<file path="src/rtl/core/sirt_pkg.sv">
// ----------------------------------------------------------------------------
// sirt_pkg
// Shared types and constants for the signed integer to radix text block.
// ----------------------------------------------------------------------------
package sirt_pkg;

    localparam int NUMBER_WIDTH_DEF = 32;
    localparam int MAX_SYMBOLS      = 16;
    localparam int TABLE_SLOTS      = 16;
    localparam int SYMBOL_W         = 8;
    localparam int DIGIT_W          = 4;
    localparam int RADIX_W          = 5;
    localparam int CFG_INDEX_W      = 2;
    localparam int CFG_DATA_W       = 64;
    localparam int DIV_STEP_BITS    = 8;

    localparam logic [SYMBOL_W-1:0] SIGN_MINUS = 8'h2D;
    localparam logic [SYMBOL_W-1:0] SIGN_PLUS  = 8'h2B;

    localparam logic [CFG_INDEX_W-1:0] REG_SYMBOL_COUNT = 2'd0;
    localparam logic [CFG_INDEX_W-1:0] REG_SYMBOLS_LOW  = 2'd1;
    localparam logic [CFG_INDEX_W-1:0] REG_SYMBOLS_HIGH = 2'd2;

    typedef enum logic [2:0] {
        ST_IDLE,
        ST_CHECK,
        ST_DIV_START,
        ST_DIV_WAIT,
        ST_SIGN,
        ST_READ,
        ST_LOAD,
        ST_SEND
    } state_t;

    typedef struct packed {
        logic               done;
        logic [DIGIT_W-1:0] rem;
    } div_stat_t;

endpackage

</file>
<file path="src/rtl/core/sirt_ram.sv">
// ----------------------------------------------------------------------------
// sirt_ram
// Generic single write port, single read port RAM with registered read data.
// ----------------------------------------------------------------------------
module sirt_ram #(
    parameter int WIDTH = 4,
    parameter int DEPTH = 32
) (
    input  logic                     clk,
    input  logic                     we,
    input  logic [$clog2(DEPTH)-1:0] waddr,
    input  logic [WIDTH-1:0]         wdata,
    input  logic [$clog2(DEPTH)-1:0] raddr,
    output logic [WIDTH-1:0]         rdata
);

    logic [WIDTH-1:0] mem [DEPTH];

    always_ff @(posedge clk)
    begin
        if (we)
        begin
            mem[waddr] <= wdata;
        end
        rdata <= mem[raddr];
    end

endmodule

</file>
<file path="src/rtl/core/sirt_table.sv">
// ----------------------------------------------------------------------------
// sirt_table
// Symbol table check and digit to symbol lookup.
// ----------------------------------------------------------------------------
module sirt_table
    import sirt_pkg::*;
(
    input  logic [RADIX_W-1:0]    symbol_count,
    input  logic [CFG_DATA_W-1:0] symbols_low,
    input  logic [CFG_DATA_W-1:0] symbols_high,
    input  logic [DIGIT_W-1:0]    digit,
    output logic                  valid,
    output logic [SYMBOL_W-1:0]   symbol
);

    logic [SYMBOL_W-1:0] sym [TABLE_SLOTS];
    logic [TABLE_SLOTS-1:0] in_use;
    logic [TABLE_SLOTS-1:0] bad_sym;
    logic [TABLE_SLOTS-1:0] dup_sym;
    logic count_ok;

    always_comb
    begin
        for (int i = 0; i < TABLE_SLOTS / 2; i++)
        begin
            sym[i]                   = symbols_low[i*SYMBOL_W +: SYMBOL_W];
            sym[i + TABLE_SLOTS / 2] = symbols_high[i*SYMBOL_W +: SYMBOL_W];
        end
    end

    // Every pair of slots in use is compared independently.
    always_comb
    begin
        for (int i = 0; i < TABLE_SLOTS; i++)
        begin
            in_use[i]  = (RADIX_W'(i) < symbol_count);
            bad_sym[i] = in_use[i] && (sym[i] == '0 || sym[i] == SIGN_MINUS
                                       || sym[i] == SIGN_PLUS);
            dup_sym[i] = 1'b0;
            for (int j = i + 1; j < TABLE_SLOTS; j++)
            begin
                if (in_use[j] && sym[j] == sym[i])
                begin
                    dup_sym[i] = 1'b1;
                end
            end
        end
    end

    assign count_ok = (symbol_count >= RADIX_W'(2))
                   && (symbol_count <= RADIX_W'(MAX_SYMBOLS));
    assign valid    = count_ok && !(|bad_sym) && !(|dup_sym);
    assign symbol   = sym[digit];

endmodule

</file>
<file path="src/rtl/core/sirt_div.sv">
// ----------------------------------------------------------------------------
// sirt_div
// Iterative divider by a small radix, several quotient bits per cycle.
// ----------------------------------------------------------------------------
module sirt_div
    import sirt_pkg::*;
#(
    parameter int NUMBER_WIDTH = NUMBER_WIDTH_DEF
) (
    input  logic                clk,
    input  logic                rst_n,
    input  logic                start,
    input  logic [((NUMBER_WIDTH+DIV_STEP_BITS-1)/DIV_STEP_BITS)*DIV_STEP_BITS-1:0] dividend,
    input  logic [RADIX_W-1:0]  radix,
    output logic [((NUMBER_WIDTH+DIV_STEP_BITS-1)/DIV_STEP_BITS)*DIV_STEP_BITS-1:0] quotient,
    output div_stat_t           stat
);

    localparam int CHUNKS = (NUMBER_WIDTH + DIV_STEP_BITS - 1) / DIV_STEP_BITS;
    localparam int MAG_W  = CHUNKS * DIV_STEP_BITS;
    localparam int CNT_W  = $clog2(CHUNKS + 1);

    logic               busy_reg, busy_next;
    logic               done_reg, done_next;
    logic [CNT_W-1:0]   cnt_reg, cnt_next;
    logic [MAG_W-1:0]   work_reg, work_next;
    logic [DIGIT_W-1:0] rem_reg, rem_next;
    logic [MAG_W-1:0]   work_step;
    logic [DIGIT_W-1:0] rem_step;

    // Restoring division over one chunk: the dividend shifts out at the top
    // while the quotient bits shift in at the bottom of the same word.
    always_comb
    begin
        logic [RADIX_W-1:0] r;
        logic [MAG_W-1:0]   w;
        r = {1'b0, rem_reg};
        w = work_reg;
        for (int k = 0; k < DIV_STEP_BITS; k++)
        begin
            r = {r[DIGIT_W-1:0], w[MAG_W-1]};
            w = {w[MAG_W-2:0], 1'b0};
            if (r >= radix)
            begin
                r    = r - radix;
                w[0] = 1'b1;
            end
        end
        work_step = w;
        rem_step  = r[DIGIT_W-1:0];
    end

    always_comb
    begin
        busy_next = busy_reg;
        done_next = 1'b0;
        cnt_next  = cnt_reg;
        work_next = work_reg;
        rem_next  = rem_reg;
        if (start)
        begin
            busy_next = 1'b1;
            cnt_next  = '0;
            work_next = dividend;
            rem_next  = '0;
        end
        else if (busy_reg)
        begin
            work_next = work_step;
            rem_next  = rem_step;
            cnt_next  = cnt_reg + CNT_W'(1);
            if (cnt_reg == CNT_W'(CHUNKS - 1))
            begin
                busy_next = 1'b0;
                done_next = 1'b1;
            end
        end
    end

    always_ff @(posedge clk or negedge rst_n)
    begin
        if (!rst_n)
        begin
            busy_reg <= 1'b0;
            done_reg <= 1'b0;
            cnt_reg  <= '0;
        end
        else
        begin
            busy_reg <= busy_next;
            done_reg <= done_next;
            cnt_reg  <= cnt_next;
        end
    end

    always_ff @(posedge clk)
    begin
        work_reg <= work_next;
        rem_reg  <= rem_next;
    end

    assign quotient  = work_reg;
    assign stat.done = done_reg;
    assign stat.rem  = rem_reg;

endmodule

</file>
<file path="src/rtl/core/signed_int_to_radix_text.sv">
// ----------------------------------------------------------------------------
// signed_int_to_radix_text
// Renders a signed number as text in a radix set by a programmable table.
// ----------------------------------------------------------------------------
// Each accepted number is sent out as one symbol byte per beat, most
// significant digit first, with a leading '-' for negatives and tlast on the
// final digit; an invalid symbol table sends nothing. One number is handled
// at a time and tready stays low until its last beat has been taken. The
// digits come from one shared divider that retires eight bits a cycle, one
// division per digit, and are then read back from a small stack RAM through
// the READ, LOAD and SEND states, each beat waiting in SEND until the sink
// is ready. A number is accepted in IDLE and the table is checked in CHECK.
// ----------------------------------------------------------------------------
module signed_int_to_radix_text
    import sirt_pkg::*;
#(
    parameter int NUMBER_WIDTH = NUMBER_WIDTH_DEF
) (
    input  logic                          clk,
    input  logic                          rst_n,
    input  logic                          cfg_wen,
    input  logic [CFG_INDEX_W-1:0]        cfg_index,
    input  logic [CFG_DATA_W-1:0]         cfg_wdata,
    input  logic                          s_axis_tvalid,
    output logic                          s_axis_tready,
    // number
    input  logic [((NUMBER_WIDTH+7)/8)*8-1:0] s_axis_tdata,
    output logic                          m_axis_tvalid,
    input  logic                          m_axis_tready,
    // symbol
    output logic [SYMBOL_W-1:0]           m_axis_tdata,
    output logic                          m_axis_tlast
);

    localparam int CHUNKS = (NUMBER_WIDTH + DIV_STEP_BITS - 1) / DIV_STEP_BITS;
    localparam int MAG_W  = CHUNKS * DIV_STEP_BITS;
    localparam int AW     = $clog2(NUMBER_WIDTH);
    localparam int NDIG_W = $clog2(NUMBER_WIDTH + 1);

    logic [RADIX_W-1:0]     symbol_count_reg;
    logic [CFG_DATA_W-1:0]  symbols_low_reg;
    logic [CFG_DATA_W-1:0]  symbols_high_reg;

    state_t                 state_reg, state_next;
    logic [NUMBER_WIDTH-1:0] mag_reg, mag_next;
    logic                   neg_reg, neg_next;
    logic [NDIG_W-1:0]      ndig_reg, ndig_next;
    logic                   out_valid_reg, out_valid_next;
    logic [SYMBOL_W-1:0]    out_symbol_reg, out_symbol_next;
    logic                   out_last_reg, out_last_next;

    logic [NUMBER_WIDTH-1:0] raw;
    logic                   div_start;
    logic [MAG_W-1:0]       quotient;
    div_stat_t              div_stat;
    logic                   ram_we;
    logic [AW-1:0]          ram_raddr;
    logic [DIGIT_W-1:0]     ram_rdata;
    logic [NDIG_W-1:0]      ndig_dec;
    logic                   tab_valid;
    logic [SYMBOL_W-1:0]    tab_symbol;

    always_ff @(posedge clk or negedge rst_n)
    begin
        if (!rst_n)
        begin
            symbol_count_reg <= '0;
            symbols_low_reg  <= '0;
            symbols_high_reg <= '0;
        end
        else if (cfg_wen)
        begin
            unique case (cfg_index)
                REG_SYMBOL_COUNT: symbol_count_reg <= cfg_wdata[RADIX_W-1:0];
                REG_SYMBOLS_LOW:  symbols_low_reg  <= cfg_wdata;
                REG_SYMBOLS_HIGH: symbols_high_reg <= cfg_wdata;
                default:          ;
            endcase
        end
    end

    sirt_table u_table (
        .symbol_count (symbol_count_reg),
        .symbols_low  (symbols_low_reg),
        .symbols_high (symbols_high_reg),
        .digit        (ram_rdata),
        .valid        (tab_valid),
        .symbol       (tab_symbol)
    );

    sirt_div #(
        .NUMBER_WIDTH (NUMBER_WIDTH)
    ) u_div (
        .clk      (clk),
        .rst_n    (rst_n),
        .start    (div_start),
        .dividend (MAG_W'(mag_reg)),
        .radix    (symbol_count_reg),
        .quotient (quotient),
        .stat     (div_stat)
    );

    // Digits arrive least significant first and are read back as a stack.
    sirt_ram #(
        .WIDTH (DIGIT_W),
        .DEPTH (NUMBER_WIDTH)
    ) u_digits (
        .clk   (clk),
        .we    (ram_we),
        .waddr (ndig_reg[AW-1:0]),
        .wdata (div_stat.rem),
        .raddr (ram_raddr),
        .rdata (ram_rdata)
    );

    assign raw       = s_axis_tdata[NUMBER_WIDTH-1:0];
    assign ndig_dec  = ndig_reg - NDIG_W'(1);
    assign ram_raddr = ndig_dec[AW-1:0];

    always_comb
    begin
        state_next      = state_reg;
        mag_next        = mag_reg;
        neg_next        = neg_reg;
        ndig_next       = ndig_reg;
        out_valid_next  = out_valid_reg;
        out_symbol_next = out_symbol_reg;
        out_last_next   = out_last_reg;
        s_axis_tready   = 1'b0;
        div_start       = 1'b0;
        ram_we          = 1'b0;

        unique case (state_reg)
            ST_IDLE:
            begin
                s_axis_tready = 1'b1;
                if (s_axis_tvalid)
                begin
                    neg_next   = raw[NUMBER_WIDTH-1];
                    mag_next   = raw[NUMBER_WIDTH-1] ? (~raw + 1'b1) : raw;
                    state_next = ST_CHECK;
                end
            end
            ST_CHECK:
            begin
                ndig_next  = '0;
                state_next = tab_valid ? ST_DIV_START : ST_IDLE;
            end
            ST_DIV_START:
            begin
                div_start  = 1'b1;
                state_next = ST_DIV_WAIT;
            end
            ST_DIV_WAIT:
            begin
                if (div_stat.done)
                begin
                    ram_we    = 1'b1;
                    ndig_next = ndig_reg + NDIG_W'(1);
                    mag_next  = quotient[NUMBER_WIDTH-1:0];
                    if (quotient != '0)
                    begin
                        state_next = ST_DIV_START;
                    end
                    else if (neg_reg)
                    begin
                        out_valid_next  = 1'b1;
                        out_symbol_next = SIGN_MINUS;
                        out_last_next   = 1'b0;
                        state_next      = ST_SIGN;
                    end
                    else
                    begin
                        state_next = ST_READ;
                    end
                end
            end
            ST_SIGN:
            begin
                if (m_axis_tready)
                begin
                    out_valid_next = 1'b0;
                    state_next     = ST_READ;
                end
            end
            ST_READ:
            begin
                ndig_next  = ndig_dec;
                state_next = ST_LOAD;
            end
            ST_LOAD:
            begin
                out_valid_next  = 1'b1;
                out_symbol_next = tab_symbol;
                out_last_next   = (ndig_reg == '0);
                state_next      = ST_SEND;
            end
            ST_SEND:
            begin
                if (m_axis_tready)
                begin
                    out_valid_next = 1'b0;
                    state_next     = out_last_reg ? ST_IDLE : ST_READ;
                end
            end
            default:
            begin
                state_next = ST_IDLE;
            end
        endcase
    end

    always_ff @(posedge clk or negedge rst_n)
    begin
        if (!rst_n)
        begin
            state_reg     <= ST_IDLE;
            ndig_reg      <= '0;
            out_valid_reg <= 1'b0;
        end
        else
        begin
            state_reg     <= state_next;
            ndig_reg      <= ndig_next;
            out_valid_reg <= out_valid_next;
        end
    end

    always_ff @(posedge clk)
    begin
        mag_reg        <= mag_next;
        neg_reg        <= neg_next;
        out_symbol_reg <= out_symbol_next;
        out_last_reg   <= out_last_next;
    end

    assign m_axis_tvalid = out_valid_reg;
    assign m_axis_tdata  = out_symbol_reg;
    assign m_axis_tlast  = out_last_reg;

`ifndef SYNTH
    a_out_only_when_sending: assert property (@(posedge clk) disable iff (!rst_n)
        m_axis_tvalid |-> (state_reg == ST_SIGN || state_reg == ST_SEND))
        else $error("output beat presented outside a sending state");

    a_no_accept_while_busy: assert property (@(posedge clk) disable iff (!rst_n)
        s_axis_tready |-> !m_axis_tvalid)
        else $error("input ready while an output beat is pending");

    a_digit_stack_bound: assert property (@(posedge clk) disable iff (!rst_n)
        ram_we |-> (ndig_reg < NDIG_W'(NUMBER_WIDTH)))
        else $error("digit stack overflow");

    a_div_done_in_wait: assert property (@(posedge clk) disable iff (!rst_n)
        div_stat.done |-> (state_reg == ST_DIV_WAIT))
        else $error("divider finished outside the wait state");
`endif

endmodule
</file>
<file path="config.mk">
export PLATFORM = sky130hd
export DESIGN_NAME = signed_int_to_radix_text
export DESIGN_NICKNAME = d
export VERILOG_FILES = /design/src/rtl/core/sirt_pkg.sv /design/src/rtl/core/sirt_ram.sv /design/src/rtl/core/sirt_table.sv /design/src/rtl/core/sirt_div.sv /design/src/rtl/core/signed_int_to_radix_text.sv
export SDC_FILE = /design/constraint.sdc
export NUM_CORES = 1
export LEC_CHECK = 0
export BUFFER_PORTS_ARGS = -buffer_cell sky130_fd_sc_hd__buf_4
export CAP_MARGIN = 25
export CELL_PAD_IN_SITES_DETAIL_PLACEMENT = 1
export CELL_PAD_IN_SITES_GLOBAL_PLACEMENT = 1
export CORE_MARGIN = 1
export CORE_UTILIZATION = 51
export CTS_BUF_LIST = sky130_fd_sc_hd__clkbuf_16
export DETAILED_ROUTE_END_ITERATION = 6
export PLACE_DENSITY_LB_ADDON = 0.1
export REMOVE_ABC_BUFFERS = 1
export SLEW_MARGIN = 10
export SYNTH_ARGS = -nofsm -noshare
export SYNTH_HDL_FRONTEND = slang
export SYNTH_SLANG_ARGS = --single-unit
</file>
<file path="constraint.sdc">
create_clock -name clk -period 16.3 [get_ports clk]
set_input_delay 3.26 -clock clk [delete_from_list [all_inputs] [get_ports clk]]
set_output_delay 3.26 -clock clk [all_outputs]
set_load 0.05 [all_outputs]
</file>
======== Word level (Yosys, flattened, before mapping) ========
Memory sizes are Yosys's and may differ from the RTL's. A register that Yosys moved wholly into a read port is not among the register bits.
Cells that the tools add are included.
storage, ports and cells
  flip-flop bits (word level) ............. 226
  RAM bits ................................ 128
  bits of input ports ..................... 103
  logic and storage cells ................. 619
  memories kept ........................... 1
memory list
  name          words  bits a word  read ports  clocked after Yosys merged registers in  wr ports  RTL line        RTL
  u_digits.mem  32     4            1           1                                        1         sirt_ram.sv:17  logic [WIDTH-1:0] mem [DEPTH];
cells by class
  add/sub/neg operators ................... 12
  magnitude comparators ................... 27
  eq/ne operators ......................... 169
  muxes and demuxes ....................... 183
  bitwise operators ....................... 2
  reduce and logical (&&, ||, !) cells .... 210
operators by type and width
  cell                                                       number
  equality test 8 bit                                        120
  equality test 8 x 6 -> 1 bit, second input constant        32
  2-to-1 mux 32 bit                                          5
  2-to-1 mux 1 bit                                           148
  logical AND 1 bit                                          139
  zero test 8 bit                                            16
  one-hot mux 32 bit (2 select lines)                        1
  greater-or-equal comparator 5 bit                          8
  less-than comparator 4 x 5 -> 1 bit, first input constant  8
  2-to-1 mux 8 bit                                           5
  adder 32 x 1 -> 32 bit, second input constant              1
  binary-select mux 8 bit (select 4 bit)                     1
  logical OR 1 bit                                           32
  2-to-1 mux 4 bit                                           8
  NOT 32 bit                                                 1
  nonzero test 32 bit                                        1
  subtractor 4 bit                                           8
  2-to-1 mux 3 bit                                           8
  one-hot mux 3 bit (8 select lines)                         1
  less-than comparator 3 x 5 -> 1 bit, first input constant  4
  one-hot mux 6 bit (3 select lines)                         1
  one-hot mux 8 bit (2 select lines)                         1
  OR reduction 16 bit                                        1
  OR reduction 15 bit                                        1
  31 further kinds                                           52

======== Longest topological paths before layout ========
  depth in word-level cells ............... 22
  gate-level depth with buffers ........... 63
  gate-level depth less buffers ........... 58

======== By module ========
A second synthesis with hierarchy kept.
unflattened totals
  cell total of the unflattened synthesis .. 2974
  area total of the unflattened synthesis .. 30624.4 um2
modules (own cells, without submodules)
  module                    times used  cells an instance  area an instance (um2)  seq. area each (um2)
  sirt_table                1           1772               13713.2                 0.0
  signed_int_to_radix_text  1           632                8182.8                  4839.6
  sirt_ram                  1           231                5138.7                  3923.8
  sirt_div                  1           339                3589.7                  1166.1

======== Worst setup path after synthesis ========
Ideal clock, no wire load.
  kind .................................... register to register
  start ................................... register symbol_count_reg[1]
  end ..................................... register u_div.rem_reg[2]
  library setup time ...................... 0.122 ns
  arrival ................................. 11.704 ns
  required time ........................... 16.178 ns
  setup slack ............................. 4.474 ns
  cell stages (with the launch flop) ...... 62
  path buffers ............................ 5
  period minus slack after synthesis ...... 11.826 ns
  cell sequence ........................... dfrtp_1 > buf_2 > inv_1 > ha_1 > nor2b_1 > o21ai_0 > a31oi_1 > o21ai_0 > nand2b_1 > mux2_2 > inv_1 > ha_1 > nor2b_1 > o21ai_0 > a31oi_1 > o21ai_0 > nand2b_1 > clkbuf_1 > [... 26 more ...] > a21o_1 > a21o_1 > mux2_2 > inv_1 > ha_1 > a21o_1 > a21o_1 > a21o_1 > a21o_1 > clkbuf_1 > nor2b_1 > or2_2 > ha_1 > a21o_1 > a21o_1 > a21oi_1 > nand2_1 > o311a_1
between the ends
  longest elaborated chain between the ends .. 16
  elaborated cells between the ends (all ways) .. 24
RTL lines
  element                                                                RTL line                        RTL
  from (decl)                                                            signed_int_to_radix_text.sv:40  logic [RADIX_W-1:0] symbol_count_reg;
  from (signal assigned)                                                 signed_int_to_radix_text.sv:74  REG_SYMBOL_COUNT: symbol_count_reg <= cfg_wdata[RADIX_W-1:0];
  subtractor 4 bit or greater-or-equal comparator 5 bit (tied branches)  sirt_div.sv:45, sirt_div.sv:43
  2-to-1 mux 4 bit                                                       sirt_div.sv:43                  if (r >= radix)
  subtractor 4 bit or greater-or-equal comparator 5 bit (tied branches)  sirt_div.sv:45, sirt_div.sv:43
  2-to-1 mux 4 bit                                                       sirt_div.sv:43
  subtractor 4 bit or greater-or-equal comparator 5 bit (tied branches)  sirt_div.sv:45, sirt_div.sv:43
  2-to-1 mux 4 bit                                                       sirt_div.sv:43
  greater-or-equal comparator 5 bit or subtractor 4 bit (tied branches)  sirt_div.sv:43, sirt_div.sv:45
  2-to-1 mux 4 bit                                                       sirt_div.sv:43
  subtractor 4 bit or greater-or-equal comparator 5 bit (tied branches)  sirt_div.sv:45, sirt_div.sv:43
  2-to-1 mux 4 bit                                                       sirt_div.sv:43
  subtractor 4 bit or greater-or-equal comparator 5 bit (tied branches)  sirt_div.sv:45, sirt_div.sv:43
  2-to-1 mux 4 bit                                                       sirt_div.sv:43
  greater-or-equal comparator 5 bit or subtractor 4 bit (tied branches)  sirt_div.sv:43, sirt_div.sv:45
  2-to-1 mux 4 bit                                                       sirt_div.sv:43
  subtractor 4 bit or greater-or-equal comparator 5 bit (tied branches)  sirt_div.sv:45, sirt_div.sv:43
  2-to-1 mux 4 bit (*)                                                   sirt_div.sv:43
  to (signal assigned)                                                   sirt_div.sv:99                  rem_reg <= rem_next;
  to (decl)                                                              sirt_div.sv:27                  logic [DIGIT_W-1:0] rem_reg, rem_next;
Every way passes the cells marked *; elsewhere a longest branch is shown, timed or not.
A chain may end at the register's enable or synchronous reset.

======== Final worst setup path ========
Ends and elaborated chain as after synthesis.

==> flow_summary.ini <==
[floorplan]
core-area_sq_mm = 0.05814
die_x_microns = 245.5
ioPinCount = 114
die_y_microns = 245.5
initial_core_util_pct = 52.03
rows = 88
die-area_sq_mm = 0.06029

[placement]
place_congestion = 1.017
pre_cts_slack_ns = 2.433
io_buffer_count = 113
hpwl_microns = 77090

[cells_and_area]
nFillCells = 6251
largest_reg_flops = 128
final_util_pct = 56.85
fin_nets = 3139
areaGrowthSynthToFinish_pct = 9.274
drive_above_1_share_pct = 18.95

[sta]
slew_violations = 0
relSlewSlack_pct = 23.50
tns_ns = 0
rsz0062_at_grt = false
fin_crit_ns = 13.95
fmax_mhz = 71.67
clock_skew_ns = 0.02539
worstMarginPinSlew_ns = 1.143
setup_viol = 0
post-route-period-util_pct = 85.61
hold_viol_final = 0
layout_setup_ws_ns = 2.346

[worst_setup_path]
critPathMaxStageDelay_ns = 0.87
crit_type = reg2reg
worstPathRequired_ns = 16.84
cp_common_cell = a21o_1
critical_path_arrival_ns = 14.49
cp-start-kind = flip-flop
end_kind = flip-flop
cp_slowest_cell = dfrtp_1
crit_fanout = 15

[global_routing]
grt_overflow_total = 0
grt_pass1_vias = 26580
grt_max_degree = 66
grt_antenna_before_repair = 4
grt_usage_pct = 39.45
grt_pass1_wl_microns = 175800

[synthesis]
synth_edf_count = 202
syn_area_sq_mm = 0.03025
synth_area_leaders = edfxtp_1, xnor2_1, xor2_1, dfrtp_1, mux4_2
synth_flop_cell = edfxtp_1
synth-seq-cells = 358
synth.largest_area_cell = edfxtp_1
synthCells = 3000
netlist.area_leader.share_pct = 20.05
post_synth_num_cell_types = 68
async_reset_ff_share_pct = 41.34
seq_area_frac_synth_pct = 32.83
yosys_warnings = 0
avgSynthCellArea_sq_um = 10.08

[routing]
detail-route-antenna-nets = 0
vias_per_cell = 6.696
via_count = 25300
dr.pass1.iters = 5
avgRoutedWirePerCell_microns = 31.41
drc = 0
drt_first_iter_violations = 3008
wirelength_microns = 118700

[clock_network]
cts_made_buffers = 41
cts.reportedPaths.clkPinSlew_ns = 0.06
ctsHoldBuffers = 0
cts_tree = yes
clkSinkCount = 358
cts_max_level = 2
clockBufferDepth = 3
cts_setup_buffers = 0
clkLatencyLatePin_ns = 0.60
post_cts_resize_count = 0
clock-root-buffer = clkbuf_16

[outcome]
outcome = complete, no violations

[min_path]
hp-class = reg2reg

[run]
maxCapViolCount = 0
cells in the final DEF (no fill, tap or decap), types with 7 or more instances in the layout:
cell type and instances:
a2111oi_0 8, a211oi_1 7, a21o_1 28, a21oi_1 43, a22oi_1 10, a31oi_1 20, and3_1 7, buf_4 256
clkbuf_16 41, clkinv_1 8, clkinv_2 8, dfrtp_1 146, edfxtp_1 202, fa_1 8, ha_1 48, inv_1 51
mux2_2 141, mux2i_1 11, mux4_2 80, nand2_1 168, nand2b_1 13, nand3_1 28, nand4_1 160, nor2_1 104
nor2b_1 12, nor3_1 43, nor4_1 116, o2111ai_1 7, o21ai_0 77, o22ai_1 14, o31ai_1 16, o41ai_1 8
or2_2 8, or3_1 7, or4_1 9, xnor2_1 587, xor2_1 432
area by class of cell:
cell class / instances / area [sq um] / area share [%]
tap: 765 / 957.2 / 2.896
inverter: 44 / 165.2 / 0.4997
sequential: 358 / 9938 / 30.07
clock inverter: 35 / 340.3 / 1.030
timing repair buffer: 261 / 2023 / 6.121
clock buffer: 41 / 1026 / 3.104
multi-input combinational: 2274 / 18600 / 56.27
antenna: 1 / 2.502 / 0.007571
synth_stat cells (7+ instances only):
master and count:
o31ai_1 16, a211oi_1 7, o21ai_0 77, nand2_1 168, dfrtp_1 148, edfxtp_1 202, o22ai_1 14, nor3_1 43
nand2b_1 13, o2111ai_1 7, nand4_1 160, a22oi_1 10, fa_1 8, buf_2 245, mux4_2 80, mux2_2 141
o41ai_1 8, xnor2_1 587, a2111oi_0 8, or3_1 7, xor2_1 432, dfxtp_1 8, nand3_1 28, inv_1 42
a21o_1 28, or4_1 9, clkbuf_1 67, nor2b_1 12, mux2i_1 11, nor4_1 116, a31oi_1 20, ha_1 48
nor2_1 105, or2_2 8, a21oi_1 43, and3_1 7
worst max-delay path: cells and delay by family, from the launching register on:
family | cells | cell delay [ns]
flip-flops | 1 | 0.87
AO/OA/AOI/OAI | 31 | 6.91
AND/OR/NAND/NOR | 7 | 1.23
multiplexers | 4 | 1.41
buffers and inverters | 6 | 1.05
adder cells (fa/ha/maj) | 8 | 2.45
final timing paths:
check,from,end,slack (ns),depth (start not counted)
setup / recovery,symbol_count_reg[1],u_div.rem_reg[2],2.35,56
hold / removal,mag_reg[8],u_div.quotient[8],0.51,2
setup reg to reg,symbol_count_reg[1],u_div.rem_reg[2],2.35,56
hold reg to reg,mag_reg[8],u_div.quotient[8],0.51,2
max in group asynchronous,rst_n,ndig_reg[0],12.48,2
min in group asynchronous,rst_n,symbols_high_reg[25],2.57,1
cell families (layout without fill, tap and decap cells):
family / after synthesis / after routing / share of synthesized area [%]
XOR/XNOR: 1019 / 1019 / 29.51
AO/OA/AOI/OAI: 269 / 269 / 5.795
adder cells (fa/ha/maj): 56 / 56 / 2.515
other: 0 / 1 / 0
flip-flops: 358 / 358 / 32.83
AND/OR/NAND/NOR: 698 / 698 / 12.08
multiplexers: 232 / 232 / 11.57
buffers and inverters: 368 / 381 / 5.704
through the flow:
stage,cells,cell area [sq um],hold WS (ns)
after global placement,3698,31590,0.4878
after floorplan,2676,28690,0.4516
after CTS,3776,33000,0.5094
final,3779,33050,0.5051
after detailed placement,3700,31630,0.4946
after global routing,3778,33050,0.5238
per-layer routing:
metal  global-route usage [%]  wire length, microns
met5                        0                    27
met1                    53.48                 48280
met3                    8.982                 12420
met4                    19.80                  6527
met2                    58.97                 51420
Power is not shown: default switching activity piles up to over one toggle a cycle in this logic, so the estimate is an artifact.
